[src/hw/rtl/circular_double_ended_queue_macros.svh]
// Assertion macros shared by the queue RTL. Each property is sampled on the
// rising edge of clk and is switched off while arst_n is low.
`ifndef CIRCULAR_DOUBLE_ENDED_QUEUE_MACROS_SVH
`define CIRCULAR_DOUBLE_ENDED_QUEUE_MACROS_SVH
`ifndef SYNTHESIS
`define CDQ_ASSERT(lbl, prop, msg) \
	lbl: assert property (@(posedge clk) disable iff (!arst_n) prop) else $error(msg);
`define CDQ_ASSERT_NEVER(lbl, expr, msg) \
	`CDQ_ASSERT(lbl, !(expr), msg)
`else
`define CDQ_ASSERT(lbl, prop, msg)
`define CDQ_ASSERT_NEVER(lbl, expr, msg)
`endif
`endif

[src/hw/rtl/cdq_pkg.sv]
package cdq_pkg;
	localparam int CMD_W     = 3;
	localparam int KEY_W     = 32;
	localparam int CAP_W     = 5;
	localparam int CAP_RESET = 16;

	typedef enum logic [CMD_W-1:0] {
		CMD_PUSH_FRONT = 3'd0,
		CMD_PUSH_REAR  = 3'd1,
		CMD_POP_FRONT  = 3'd2,
		CMD_POP_REAR   = 3'd3,
		CMD_PEEK       = 3'd4
	} cmd_t;

	typedef enum logic {
		ST_IDLE,
		ST_READ
	} state_t;
endpackage

[src/hw/rtl/cdq_if.sv]
interface cdq_cmd_if;
	logic                              valid;
	logic                              ready;
	logic        [cdq_pkg::CMD_W-1:0]  command;
	logic signed [cdq_pkg::KEY_W-1:0]  key;

	modport source (output valid, command, key, input ready);
	modport sink (input valid, command, key, output ready);
endinterface

interface cdq_res_if;
	logic                              valid;
	logic                              ready;
	logic signed [cdq_pkg::KEY_W-1:0]  front_value;
	logic signed [cdq_pkg::KEY_W-1:0]  rear_value;
	logic                              is_empty;
	logic                              is_full;
	logic                              rejected;

	modport source (output valid, front_value, rear_value, is_empty, is_full, rejected,
		input ready);
	modport sink (input valid, front_value, rear_value, is_empty, is_full, rejected,
		output ready);
endinterface

[src/hw/rtl/cdq_ram.sv]
module cdq_ram #(
	parameter int WIDTH = 32,
	parameter int DEPTH = 16
) (
	input  logic                     clk,
	input  logic                     we,
	input  logic [$clog2(DEPTH)-1:0] waddr,
	input  logic [WIDTH-1:0]         wdata,
	input  logic [$clog2(DEPTH)-1:0] raddr,
	output logic [WIDTH-1:0]         rdata
);
	logic [WIDTH-1:0] mem [DEPTH];

	always_ff @(posedge clk) begin
		if (we) begin
			mem[waddr] <= wdata;
		end
		rdata <= mem[raddr];
	end
endmodule

[src/hw/rtl/circular_double_ended_queue.sv]
// Double-ended queue of up to DEPTH entries held in a single RAM with a
// registered read port. Inserts, peeks, rejected commands and a delete that
// empties the queue need no RAM read; a delete that leaves entries behind
// passes through the read state, as the new front or rear value has to be
// fetched through the RAM read port. Front and rear values are also kept in
// registers, so no other command reads the RAM. A write to the capacity
// register empties the queue; it must only be done while no beat is in
// flight. Capacity 0 behaves as 1 and values above DEPTH saturate at DEPTH.
`include "circular_double_ended_queue_macros.svh"

module circular_double_ended_queue #(
	parameter int DEPTH      = 16,
	parameter int DATA_WIDTH = 32
) (
	input  logic                       clk,
	input  logic                       arst_n,
	input  logic                       cfg_we,
	input  logic [cdq_pkg::CAP_W-1:0]  cfg_wdata,
	cdq_cmd_if.sink                    cmd,
	cdq_res_if.source                  res
);
	import cdq_pkg::*;

	localparam int AW          = $clog2(DEPTH);
	localparam int CW          = AW + 1;
	localparam int CAP_RST_EFF = (DEPTH < CAP_RESET) ? DEPTH : CAP_RESET;

	function automatic logic [CW-1:0] eff_cap(input logic [CAP_W-1:0] v);
		if (v == '0) begin
			return CW'(1);
		end else if (32'(v) > 32'(DEPTH)) begin
			return CW'(DEPTH);
		end else begin
			return CW'(v);
		end
	endfunction

	state_t                state_q, state_next;
	logic [CW-1:0]         cap_q, count_q, count_d;
	logic [AW-1:0]         head_q, tail_q, head_d, tail_d;
	logic [AW-1:0]         head_inc, head_dec, tail_inc, tail_dec;
	logic [DATA_WIDTH-1:0] front_q, rear_q, front_d, rear_d, key_s, ram_rdata;
	logic                  pop_front_q;
	logic                  is_empty, is_full, rej_d, wr_d, need_rd, rd_front;
	logic [AW-1:0]         wr_addr, rd_addr;
	logic                  in_acc, out_load;
	logic [DATA_WIDTH-1:0] res_front, res_rear;
	logic [CW-1:0]         res_count;
	logic                  res_rej;
	logic                  out_valid_q;
	logic [KEY_W-1:0]      out_front_q, out_rear_q;
	logic                  out_empty_q, out_full_q, out_rej_q;

	assign key_s    = DATA_WIDTH'(cmd.key);
	assign is_empty = (count_q == '0);
	assign is_full  = (count_q == cap_q);

	assign head_dec = (head_q == '0) ? AW'(cap_q - CW'(1)) : head_q - AW'(1);
	assign tail_dec = (tail_q == '0) ? AW'(cap_q - CW'(1)) : tail_q - AW'(1);
	assign head_inc = ((CW'(head_q) + CW'(1)) >= cap_q) ? '0 : head_q + AW'(1);
	assign tail_inc = ((CW'(tail_q) + CW'(1)) >= cap_q) ? '0 : tail_q + AW'(1);

	// Effect of the offered command on the queue state.
	always_comb begin
		count_d  = count_q;
		head_d   = head_q;
		tail_d   = tail_q;
		front_d  = front_q;
		rear_d   = rear_q;
		rej_d    = 1'b0;
		wr_d     = 1'b0;
		wr_addr  = '0;
		need_rd  = 1'b0;
		rd_front = 1'b0;
		rd_addr  = '0;
		case (cmd.command) inside
			CMD_PUSH_FRONT, CMD_PUSH_REAR: begin
				if (is_full) begin
					rej_d = 1'b1;
				end else begin
					wr_d    = 1'b1;
					count_d = count_q + CW'(1);
					if (is_empty) begin
						head_d  = '0;
						tail_d  = '0;
						front_d = key_s;
						rear_d  = key_s;
					end else if (cmd.command == CMD_PUSH_FRONT) begin
						head_d  = head_dec;
						wr_addr = head_dec;
						front_d = key_s;
					end else begin
						tail_d  = tail_inc;
						wr_addr = tail_inc;
						rear_d  = key_s;
					end
				end
			end
			CMD_POP_FRONT, CMD_POP_REAR: begin
				if (is_empty) begin
					rej_d = 1'b1;
				end else if (count_q == CW'(1)) begin
					count_d = '0;
					head_d  = '0;
					tail_d  = '0;
				end else begin
					count_d = count_q - CW'(1);
					need_rd = 1'b1;
					if (cmd.command == CMD_POP_FRONT) begin
						head_d   = head_inc;
						rd_addr  = head_inc;
						rd_front = 1'b1;
					end else begin
						tail_d  = tail_dec;
						rd_addr = tail_dec;
					end
				end
			end
			default: begin
			end
		endcase
	end

	// Next state.
	always_comb begin
		state_next = state_q;
		unique case (state_q)
			ST_IDLE: begin
				if (in_acc && need_rd) begin
					state_next = ST_READ;
				end
			end
			ST_READ: begin
				state_next = ST_IDLE;
			end
			default: begin
				state_next = ST_IDLE;
			end
		endcase
	end

	// State machine outputs.
	always_comb begin
		cmd.ready = 1'b0;
		out_load  = 1'b0;
		unique case (state_q)
			ST_IDLE: begin
				cmd.ready = !out_valid_q || res.ready;
				out_load  = cmd.valid && cmd.ready && !need_rd;
			end
			ST_READ: begin
				out_load = 1'b1;
			end
			default: begin
			end
		endcase
	end

	assign in_acc = cmd.valid && cmd.ready;

	// In the read state the indices and count are already updated; only the
	// fetched end value is new.
	always_comb begin
		if (state_q == ST_READ) begin
			res_front = pop_front_q ? ram_rdata : front_q;
			res_rear  = pop_front_q ? rear_q : ram_rdata;
			res_count = count_q;
			res_rej   = 1'b0;
		end else begin
			res_front = front_d;
			res_rear  = rear_d;
			res_count = count_d;
			res_rej   = rej_d;
		end
	end

	cdq_ram #(
		.WIDTH (DATA_WIDTH),
		.DEPTH (DEPTH)
	) u_ram (
		.clk   (clk),
		.we    (in_acc && wr_d),
		.waddr (wr_addr),
		.wdata (key_s),
		.raddr (rd_addr),
		.rdata (ram_rdata)
	);

	always_ff @(posedge clk or negedge arst_n) begin
		if (!arst_n) begin
			state_q     <= ST_IDLE;
			cap_q       <= CW'(CAP_RST_EFF);
			count_q     <= '0;
			head_q      <= '0;
			tail_q      <= '0;
			pop_front_q <= 1'b0;
			out_valid_q <= 1'b0;
		end else begin
			state_q <= state_next;
			if (cfg_we) begin
				cap_q   <= eff_cap(cfg_wdata);
				count_q <= '0;
				head_q  <= '0;
				tail_q  <= '0;
			end else if (in_acc) begin
				count_q <= count_d;
				head_q  <= head_d;
				tail_q  <= tail_d;
			end
			if (in_acc) begin
				pop_front_q <= rd_front;
			end
			if (out_load) begin
				out_valid_q <= 1'b1;
			end else if (res.ready) begin
				out_valid_q <= 1'b0;
			end
		end
	end

	always_ff @(posedge clk) begin
		if (state_q == ST_READ) begin
			front_q <= res_front;
			rear_q  <= res_rear;
		end else if (in_acc) begin
			front_q <= front_d;
			rear_q  <= rear_d;
		end
		if (out_load) begin
			out_front_q <= (res_count == '0) ? '1 : KEY_W'(signed'(res_front));
			out_rear_q  <= (res_count == '0) ? '1 : KEY_W'(signed'(res_rear));
			out_empty_q <= (res_count == '0);
			out_full_q  <= (res_count != '0) && (res_count == cap_q);
			out_rej_q   <= res_rej;
		end
	end

	assign res.valid       = out_valid_q;
	assign res.front_value = signed'(out_front_q);
	assign res.rear_value  = signed'(out_rear_q);
	assign res.is_empty    = out_empty_q;
	assign res.is_full     = out_full_q;
	assign res.rejected    = out_rej_q;

	`CDQ_ASSERT_NEVER(a_count_over_cap, count_q > cap_q, "entry count exceeds capacity")
	`CDQ_ASSERT(a_index_in_range, (CW'(head_q) < cap_q) && (CW'(tail_q) < cap_q), "index out of range")
	`CDQ_ASSERT(a_reject_keeps_state, in_acc && rej_d && !cfg_we |=> $stable(count_q) && $stable(head_q) && $stable(tail_q), "rejected command changed the queue")
	`CDQ_ASSERT_NEVER(a_busy_output_in_read, (state_q == ST_READ) && out_valid_q, "result register occupied during fetch")
endmodule

[src/flat_wrapper.sv]
// flat-port wrapper written by rule: the top's interface ports become plain ports
module circular_double_ended_queue_flat import cdq_pkg::*;
#(
	parameter int DEPTH      = 16,
	parameter int DATA_WIDTH = 32
)
  (clk, arst_n, cfg_we, cfg_wdata, cmd_valid, cmd_command, cmd_key, cmd_ready, res_valid, res_front_value, res_rear_value, res_is_empty, res_is_full, res_rejected, res_ready);
  cdq_cmd_if cmd_i ();
  cdq_res_if res_i ();
  input  logic clk;
  input  logic arst_n;
  input  logic cfg_we;
  input  logic [cdq_pkg::CAP_W-1:0] cfg_wdata;
  input wire logic [$bits(cmd_i.valid)-1:0] cmd_valid;
  input wire logic [$bits(cmd_i.command)-1:0] cmd_command;
  input wire logic [$bits(cmd_i.key)-1:0] cmd_key;
  output wire logic [$bits(cmd_i.ready)-1:0] cmd_ready;
  output wire logic [$bits(res_i.valid)-1:0] res_valid;
  output wire logic [$bits(res_i.front_value)-1:0] res_front_value;
  output wire logic [$bits(res_i.rear_value)-1:0] res_rear_value;
  output wire logic [$bits(res_i.is_empty)-1:0] res_is_empty;
  output wire logic [$bits(res_i.is_full)-1:0] res_is_full;
  output wire logic [$bits(res_i.rejected)-1:0] res_rejected;
  input wire logic [$bits(res_i.ready)-1:0] res_ready;
  assign cmd_i.valid = cmd_valid;
  assign cmd_i.command = cmd_command;
  assign cmd_i.key = cmd_key;
  assign cmd_ready = cmd_i.ready;
  assign res_valid = res_i.valid;
  assign res_front_value = res_i.front_value;
  assign res_rear_value = res_i.rear_value;
  assign res_is_empty = res_i.is_empty;
  assign res_is_full = res_i.is_full;
  assign res_rejected = res_i.rejected;
  assign res_i.ready = res_ready;
  circular_double_ended_queue #(.DEPTH(DEPTH), .DATA_WIDTH(DATA_WIDTH)) u_core (.clk(clk), .arst_n(arst_n), .cfg_we(cfg_we), .cfg_wdata(cfg_wdata), .cmd(cmd_i), .res(res_i));
endmodule
[config.mk]
export PLATFORM = sky130hd
export DESIGN_NAME = circular_double_ended_queue_flat
export DESIGN_NICKNAME = d
export VERILOG_FILES = /design/src/hw/rtl/cdq_pkg.sv /design/src/hw/rtl/cdq_if.sv /design/src/hw/rtl/cdq_ram.sv /design/src/hw/rtl/circular_double_ended_queue.sv /design/src/flat_wrapper.sv
export VERILOG_INCLUDE_DIRS = /design/src /design/src/hw/rtl
export SDC_FILE = /design/constraint.sdc
export NUM_CORES = 1
export LEC_CHECK = 0
export ABC_AREA = 1
export ABC_CLOCK_PERIOD_IN_PS = 7300
export BUFFER_PORTS_ARGS = -buffer_cell sky130_fd_sc_hd__buf_2
export CAP_MARGIN = 20
export CORE_MARGIN = 4
export CORE_UTILIZATION = 55
export DETAILED_ROUTE_END_ITERATION = 8
export GPL_TIMING_DRIVEN = 0
export PLACE_DENSITY = 0.72
export SYNTH_ARGS = -nofsm -noshare
export SYNTH_HDL_FRONTEND = slang
export SYNTH_SLANG_ARGS = --single-unit
[constraint.sdc]
create_clock -name clk -period 7.3 [get_ports clk]
set_clock_uncertainty 0.15 [all_clocks]
set_input_delay 0.73 -clock clk [delete_from_list [all_inputs] [get_ports clk]]
set_output_delay 0.73 -clock clk [all_outputs]
set_load 0.005 [all_outputs]
# After elaboration in Yosys (flattened, before gate mapping)
# Memory sizes are Yosys's and may differ from the RTL's. A register that Yosys moved wholly into a read port is not among the register bits.
# Index checks and enable logic that the tools add are counted.
# word_totals
rom_bits	0
memories	1
wordCells	146
latch_bits	0
inputBits	45
reg_bits	152
ramBits	512
# memory_table
memory	depth	width	rd	rd_ports_with_merged_regs	wr	line	source
u_core.u_ram.mem	16	32	1	1	1	cdq_ram.sv:12	logic [WIDTH-1:0] mem [DEPTH];
# classes
bitwise	1
addsub	9
multipliers	0
magnitude_cmp	3
shift	0
eq_ne	11
reduce_logical	25
n_mux	82
n_div	0
# ops
op	count
32-bit 2-to-1 mux	16
4-bit 2-to-1 mux	33
5-bit 2-to-1 mux	10
1-bit 2-to-1 mux	21
5-bit logical NOT	3
6-bit AND reduction	2
4-bit by 1-bit subtractor with 4-bit output, second input constant	3
4-bit by 1-bit adder with 5-bit output, second input constant	2
5-bit equality test	2
5-bit greater-or-equal comparator	2
4-bit by 1-bit adder with 4-bit output, second input constant	2
4-bit logical NOT	2
3-bit by 2-bit equality test with 1-bit output, second input constant	2
1-bit logical AND	6
3-bit != test, second input constant	2
2-bit nonzero test	3
5-bit by 1-bit adder with 5-bit output, second input constant	1
5-bit by 1-bit equality test with 1-bit output, second input constant	1
5-bit > comparator, second input constant	1
5-bit nonzero test	1
5-bit by 1-bit subtractor with 5-bit output, second input constant	1
4-bit by 2-bit != test with 1-bit output, second input constant	1
4-bit by 3-bit != test with 1-bit output, second input constant	1
4-bit != test, second input constant	1
other kinds (9)	12

# Longest topological paths before layout
# logic_depth
ltp_word	10
mapped_depth	18
ltp_nobuf	17

# Modules after synthesis
# A second synthesis with hierarchy kept.
# unflattened
cells_unflattened	3206
area_unflattened_um2	31783.0
# by_module_without_submodules
mod	cells_each	seq_area_each_um2	area_each_um2	instances
cdq_ram	2120	16015.4	22730.6	1
circular_double_ended_queue	1086	4460.5	9052.4	1

# Worst setup path after synthesis
# OpenSTA, ideal clock, no wires.
# synth_timing
kind	reg-to-reg
startpoint	register u_core.count_q[0]
endpoint	register u_core.out_front_q[0] (netlist: u_core.res.front_value[0]) (enable)
slack_ns	0.622
required_ns	6.563
arrival_ns	5.941
path_stages_with_launch	7
path_cell_list	dfrtp_1 inv_1 ha_1 nand3_2 nand2_2 nor2_1 o21ai_0
# synth_via
elab_chain_len	8
# synth_rtl
item	line	source
start: declaration	circular_double_ended_queue.sv:39	logic [CW-1:0] cap_q, count_q, count_d;
start signal: assignment	circular_double_ended_queue.sv:206	count_q <= count_d;
5-bit by 1-bit equality test with 1-bit output	circular_double_ended_queue.sv:102	end else if (count_q == CW'(1)) begin
1-bit 2-to-1 mux	circular_double_ended_queue.sv:102	
1-bit 2-to-1 mux (*)	circular_double_ended_queue.sv:100	if (is_empty) begin
1-bit 2-to-1 mux (*) (2 in series)	circular_double_ended_queue.sv:76	case (cmd.command) inside
1-bit logical NOT (*)	circular_double_ended_queue.sv:149	out_load = cmd.valid && cmd.ready && !need_rd;
1-bit logical AND (*)	circular_double_ended_queue.sv:149	
1-bit one-hot mux with 2 select lines (*)	circular_double_ended_queue.sv:146	unique case (state_q)
net u_core.out_load	circular_double_ended_queue.sv:46	logic in_acc, out_load;
end signal: assignment	circular_double_ended_queue.sv:230	out_front_q <= (res_count == '0) ? '1 : KEY_W'(signed'(res_front));
end: declaration	circular_double_ended_queue.sv:51	logic [KEY_W-1:0] out_front_q, out_rear_q;
# Mark *: on every way through the listed nets, which the timed path passes. The rest lies on a longest branch.
# A chain may end at the register's enable or synchronous reset.

# Worst setup path after layout
# layout_timing
startpoint	register u_core.head_q[0]
endpoint	register u_core.u_ram.rdata[30] (read register of u_core.u_ram.mem)
# layout_via
elab_chain_len	8
# layout_rtl
item	line	source
start: declaration	circular_double_ended_queue.sv:40	logic [AW-1:0] head_q, tail_q, head_d, tail_d;
start signal: assignment	circular_double_ended_queue.sv:194	head_q <= '0;
start signal: assignment	circular_double_ended_queue.sv:203	head_q <= '0;
start signal: assignment	circular_double_ended_queue.sv:207	head_q <= head_d;
4-bit by 1-bit adder with 5-bit output	circular_double_ended_queue.sv:60	assign head_inc = ((CW'(head_q) + CW'(1)) >= cap_q) ? '0 : head_q + AW'(1);
5-bit greater-or-equal comparator	circular_double_ended_queue.sv:60	
4-bit 2-to-1 mux (*)	circular_double_ended_queue.sv:60	
4-bit 2-to-1 mux (*)	circular_double_ended_queue.sv:109	if (cmd.command == CMD_POP_FRONT) begin
4-bit 2-to-1 mux (*)	circular_double_ended_queue.sv:102	
4-bit 2-to-1 mux (*)	circular_double_ended_queue.sv:100	
4-bit 2-to-1 mux (*) (2 in series)	circular_double_ended_queue.sv:76	
end: declaration	cdq_ram.sv:10	output logic [WIDTH-1:0] rdata
# Mark *: on every way between the ends. The rest lies on a longest branch, timed or not.

==> impl_results.md <==
- Max stage delay cell, worst path: clkbuf_1
- Global routing's busiest layer: met2
- Die ar.: 60500 um^2
- Antenna viol nets, final: 0
- Reg-to-Reg Start: u_core.head_q[0]
- CTS tree: yes
- Crit path arrival time: 4670 ps
- Vias per cell: 5.87
- Post-synth top flop: edfxtp_1
- Largest net degree at the start of global routing: 65
- Critical path fanouts, max: 10
- Crit-path cells: ha_1 > xor2_1 > ha_1 > nand2_1 > inv_1 > o21ai_1 > and3_1 > nand2_1 > nand2_1 > nand2_1 > a21oi_2 > clkbuf_1 > nand3_1 > nand3_1 > nand2_1
- Slew HR: 25.4%
- Register bit total from synthesis: 696
- Hold Crit Start: cfg_wdata[0]
- DR iter-0 viols: 3222
- Post-synth top area cell: edfxtp_1
- Crit path time final: 4340 ps
- Yosys top cell area share: 62.0%
- Status: completed
- Static Leak: 14.6 nW
- Synth area leaders: edfxtp_1 62%, nand2_1 11%, nand3_1 7.7%
- Slowest cell delay on critical path: 790 ps
- Starting Density: 56.0%
- WS Path Type: flop to flop
- Drt pass-1 iters: 8
- Fmax: 230 MHz
- Fraction of registers with async set/reset: 3.02%
- PortBufs: 112
- Mapped Area: 31200 um^2
- Final Slew Violations: 0
- EDFF count, synth: 643
- Worst slew pin tran: 1120 ps
- Clock tree buffer depth: 3
- Met3 Use GR: 6.54%
- TritonCTS Sinks: 696
- Core footprint: 55600 um^2
- GPL Wtd Cong: 0.921
- Site Rows: 86
- Synthesized Nets: 3047
- Global Route met2 Usage: 47.1%
- Critical Path Most Common Cell: nand2_1
- Fraction of layout cells with a size suffix above 1: 11.6%
- Nets: 3253
- CTS H-Tree Depth: 3
- Critical Path Start Type: flop
- GRT Resource Usage Total: 30.0%
- First-pass GRT wire length: 136 mm
- Buffer and inverter count on the worst path: 2
- Total I/O pin count: 114
- Post-synth top cells: 884 x nand2_1, 643 x edfxtp_1, 481 x nand3_1, 326 x inv_1, 130 x o211ai_1
- Area grow syn2layout: 14.0%
- Setup violations, final: 0
- Synth Warn #: 0
- Total CTS buffers: 73
- Setup crit end kind: flop
- CP Launch Point: u_core.head_q[0]
- Cells after synthesis: 2984
- Mean cell area of the mapped netlist: 10.4 um^2
- Wire length per cell: 23.0 um
- Resize count post-CTS: 0
- Post-layout util: 63.8%
- Routed WL: 91.9 mm
- Maximum vdd drop: 212 uV
- Number of antenna violations at the first check in global routing: 2
- Worst Hold Class: input port to flop
- Worst path top cell family by delay: simple AND/OR/NAND/NOR gates
- Clock transition at path regs: 60 ps
- RSZ-0062 raised after global routing: false
- Chip Width: 246 um
- Register area share after synthesis: 65.7%
- Worst path required time: 7630 ps
- M1 GR Usage: 41.4%
- Die Ht: 246 um
- DP HPWL: 62.9 mm
- Distinct cells, synth: 36
- Total gr overflow: 0
- Clock Tree Root: clkbuf_16
- Remaining DRCs: 0
- Vias in the first global route: 22.3k
- Vias: 23.5k
- Cell area power density: 281 nW/um^2
- Final period util: 59.5%
- Clock latency on the worst-skew pair: 630 ps
- Most frequent cell after synthesis: nand2_1
- Fin. Hold Viols: 0
- Max-Cap Viols: 0
- Hold Slack: 238 ps
[layout make-up]
| type | instances | area, um^2 |
|---|---|---|
| diodes | 2 | 5.00 |
| plain buffers | 174 | 813 |
| clock buffers | 96 | 1960 |
| clock inverters | 37 | 354 |
| fillers | 4337 | 20100 |
| inverters | 335 | 1260 |
| multi-input cells | 1779 | 8750 |
| flip-flops and latches | 696 | 20500 |
| well taps | 748 | 936 |
| repair buffers | 131 | 961 |
[cell families (layout without fill, tap and decap cells)]
group	after synthesis	count (layout)	synth area share, %
flops	696	696	65.7
other cells	0	2	0
compound gates	197	197	4.35
xor+xnor	9	9	0.253
simple gates	1555	1555	22.3
buf+inv	509	773	6.65
fa+ha+maj	18	18	0.723
[layer usage]
layer	up-vias	wire [um]
li1	10600	-
met1	11100	35500
met2	1532	41700
met3	231	11000
met4	0	3610
met5	-	0
[stage by stage]
stage / setup WS (ps) / TNS (ps) / instance area (um^2) / power [mW] / std cells
3_3_place_gp: -1050 / -69950 / 32700 / 6.32 / 3844
5_1_grt: 2880 / 0 / 35500 / 10.3 / 3998
4_1_cts: 3120 / 0 / 35500 / 9.96 / 3996
3_5_place_dp: 3130 / 0 / 33200 / 6.37 / 3862
2_1_floorplan: 622 / 0 / 31200 / 5.75 / 2984
6_report: 2960 / 0 / 35500 / 9.98 / 3998
[where the power goes]
group	internal (mW)	switching [mW]
combinational	0.459	1.12
clock	2.08	1.56
sequential	4.65	0.109
total	7.18	2.79
[final timing paths]
kind	endpoint	cells after the start	slack [ps]
hold / removal	u_core.cap_q[0]	3	240
hold reg to reg	u_core.res.valid	1	360
max in group asynchronous	u_core.tail_q[1]	2	6090
setup reg to reg	u_core.u_ram.rdata[30]	15	2960
setup / recovery	u_core.u_ram.rdata[30]	15	2960
min in group asynchronous	u_core.res.valid	2	510
[sequential cells by signal, summed over array words and instances, names as in the netlist, 5 cells and up]
signal / flops
u_core.res.rear_value: 32
u_core.rear_q: 32
u_core.u_ram.rdata: 32
u_core.res.front_value: 32
u_core.front_q: 32
u_core.cap_q: 5
u_core.u_ram.mem: 512
u_core.count_q: 5
[layout by cell type, fill, tap and decap left out, types with 3 or more instances in the layout]
| master | synthesis | layout |
|---|---|---|
| o21ai_0 | 26 | 25 |
| clkbuf_1 | 65 | 86 |
| nand3b_1 | 106 | 106 |
| nand2_1 | 884 | 883 |
| dfxtp_1 | 32 | 32 |
| clkinv_1 | 0 | 12 |
| buf_6 | 5 | 5 |
| nor2_2 | 3 | 3 |
| or2_2 | 3 | 3 |
| nand4_1 | 13 | 13 |
| nand2_2 | 6 | 6 |
| xor2_1 | 6 | 6 |
| inv_1 | 326 | 326 |
| ha_1 | 18 | 18 |
| o211ai_1 | 130 | 130 |
| edfxtp_1 | 643 | 643 |
| a21oi_1 | 17 | 17 |
| clkinvlp_4 | 0 | 4 |
| xnor2_1 | 3 | 3 |
| clkbuf_16 | 0 | 75 |
| nor2_4 | 3 | 19 |
| buf_16 | 0 | 4 |
| clkinv_2 | 0 | 10 |
| nand3_2 | 3 | 3 |
| nor3_1 | 6 | 6 |
| bufinv_16 | 0 | 5 |
| buf_2 | 92 | 204 |
| nor2_1 | 46 | 30 |
| o21ai_1 | 3 | 3 |
| o22ai_1 | 14 | 14 |
| buf_12 | 0 | 14 |
| dfrtp_1 | 20 | 20 |
| buf_1 | 10 | 10 |
| nand3_1 | 481 | 481 |
| inv_2 | 9 | 9 |
[worst min-delay path: stages]
cell,delay (ps)
buf_2,80
a31oi_1,30
o22ai_1,100
[repair_timing]
action / CTS / global route
buffers inserted: 0 / 0
hold buffers: 1 / 0
endpoints found under the hold margin: 20 / 0
(Power assumes the default switching activity.)
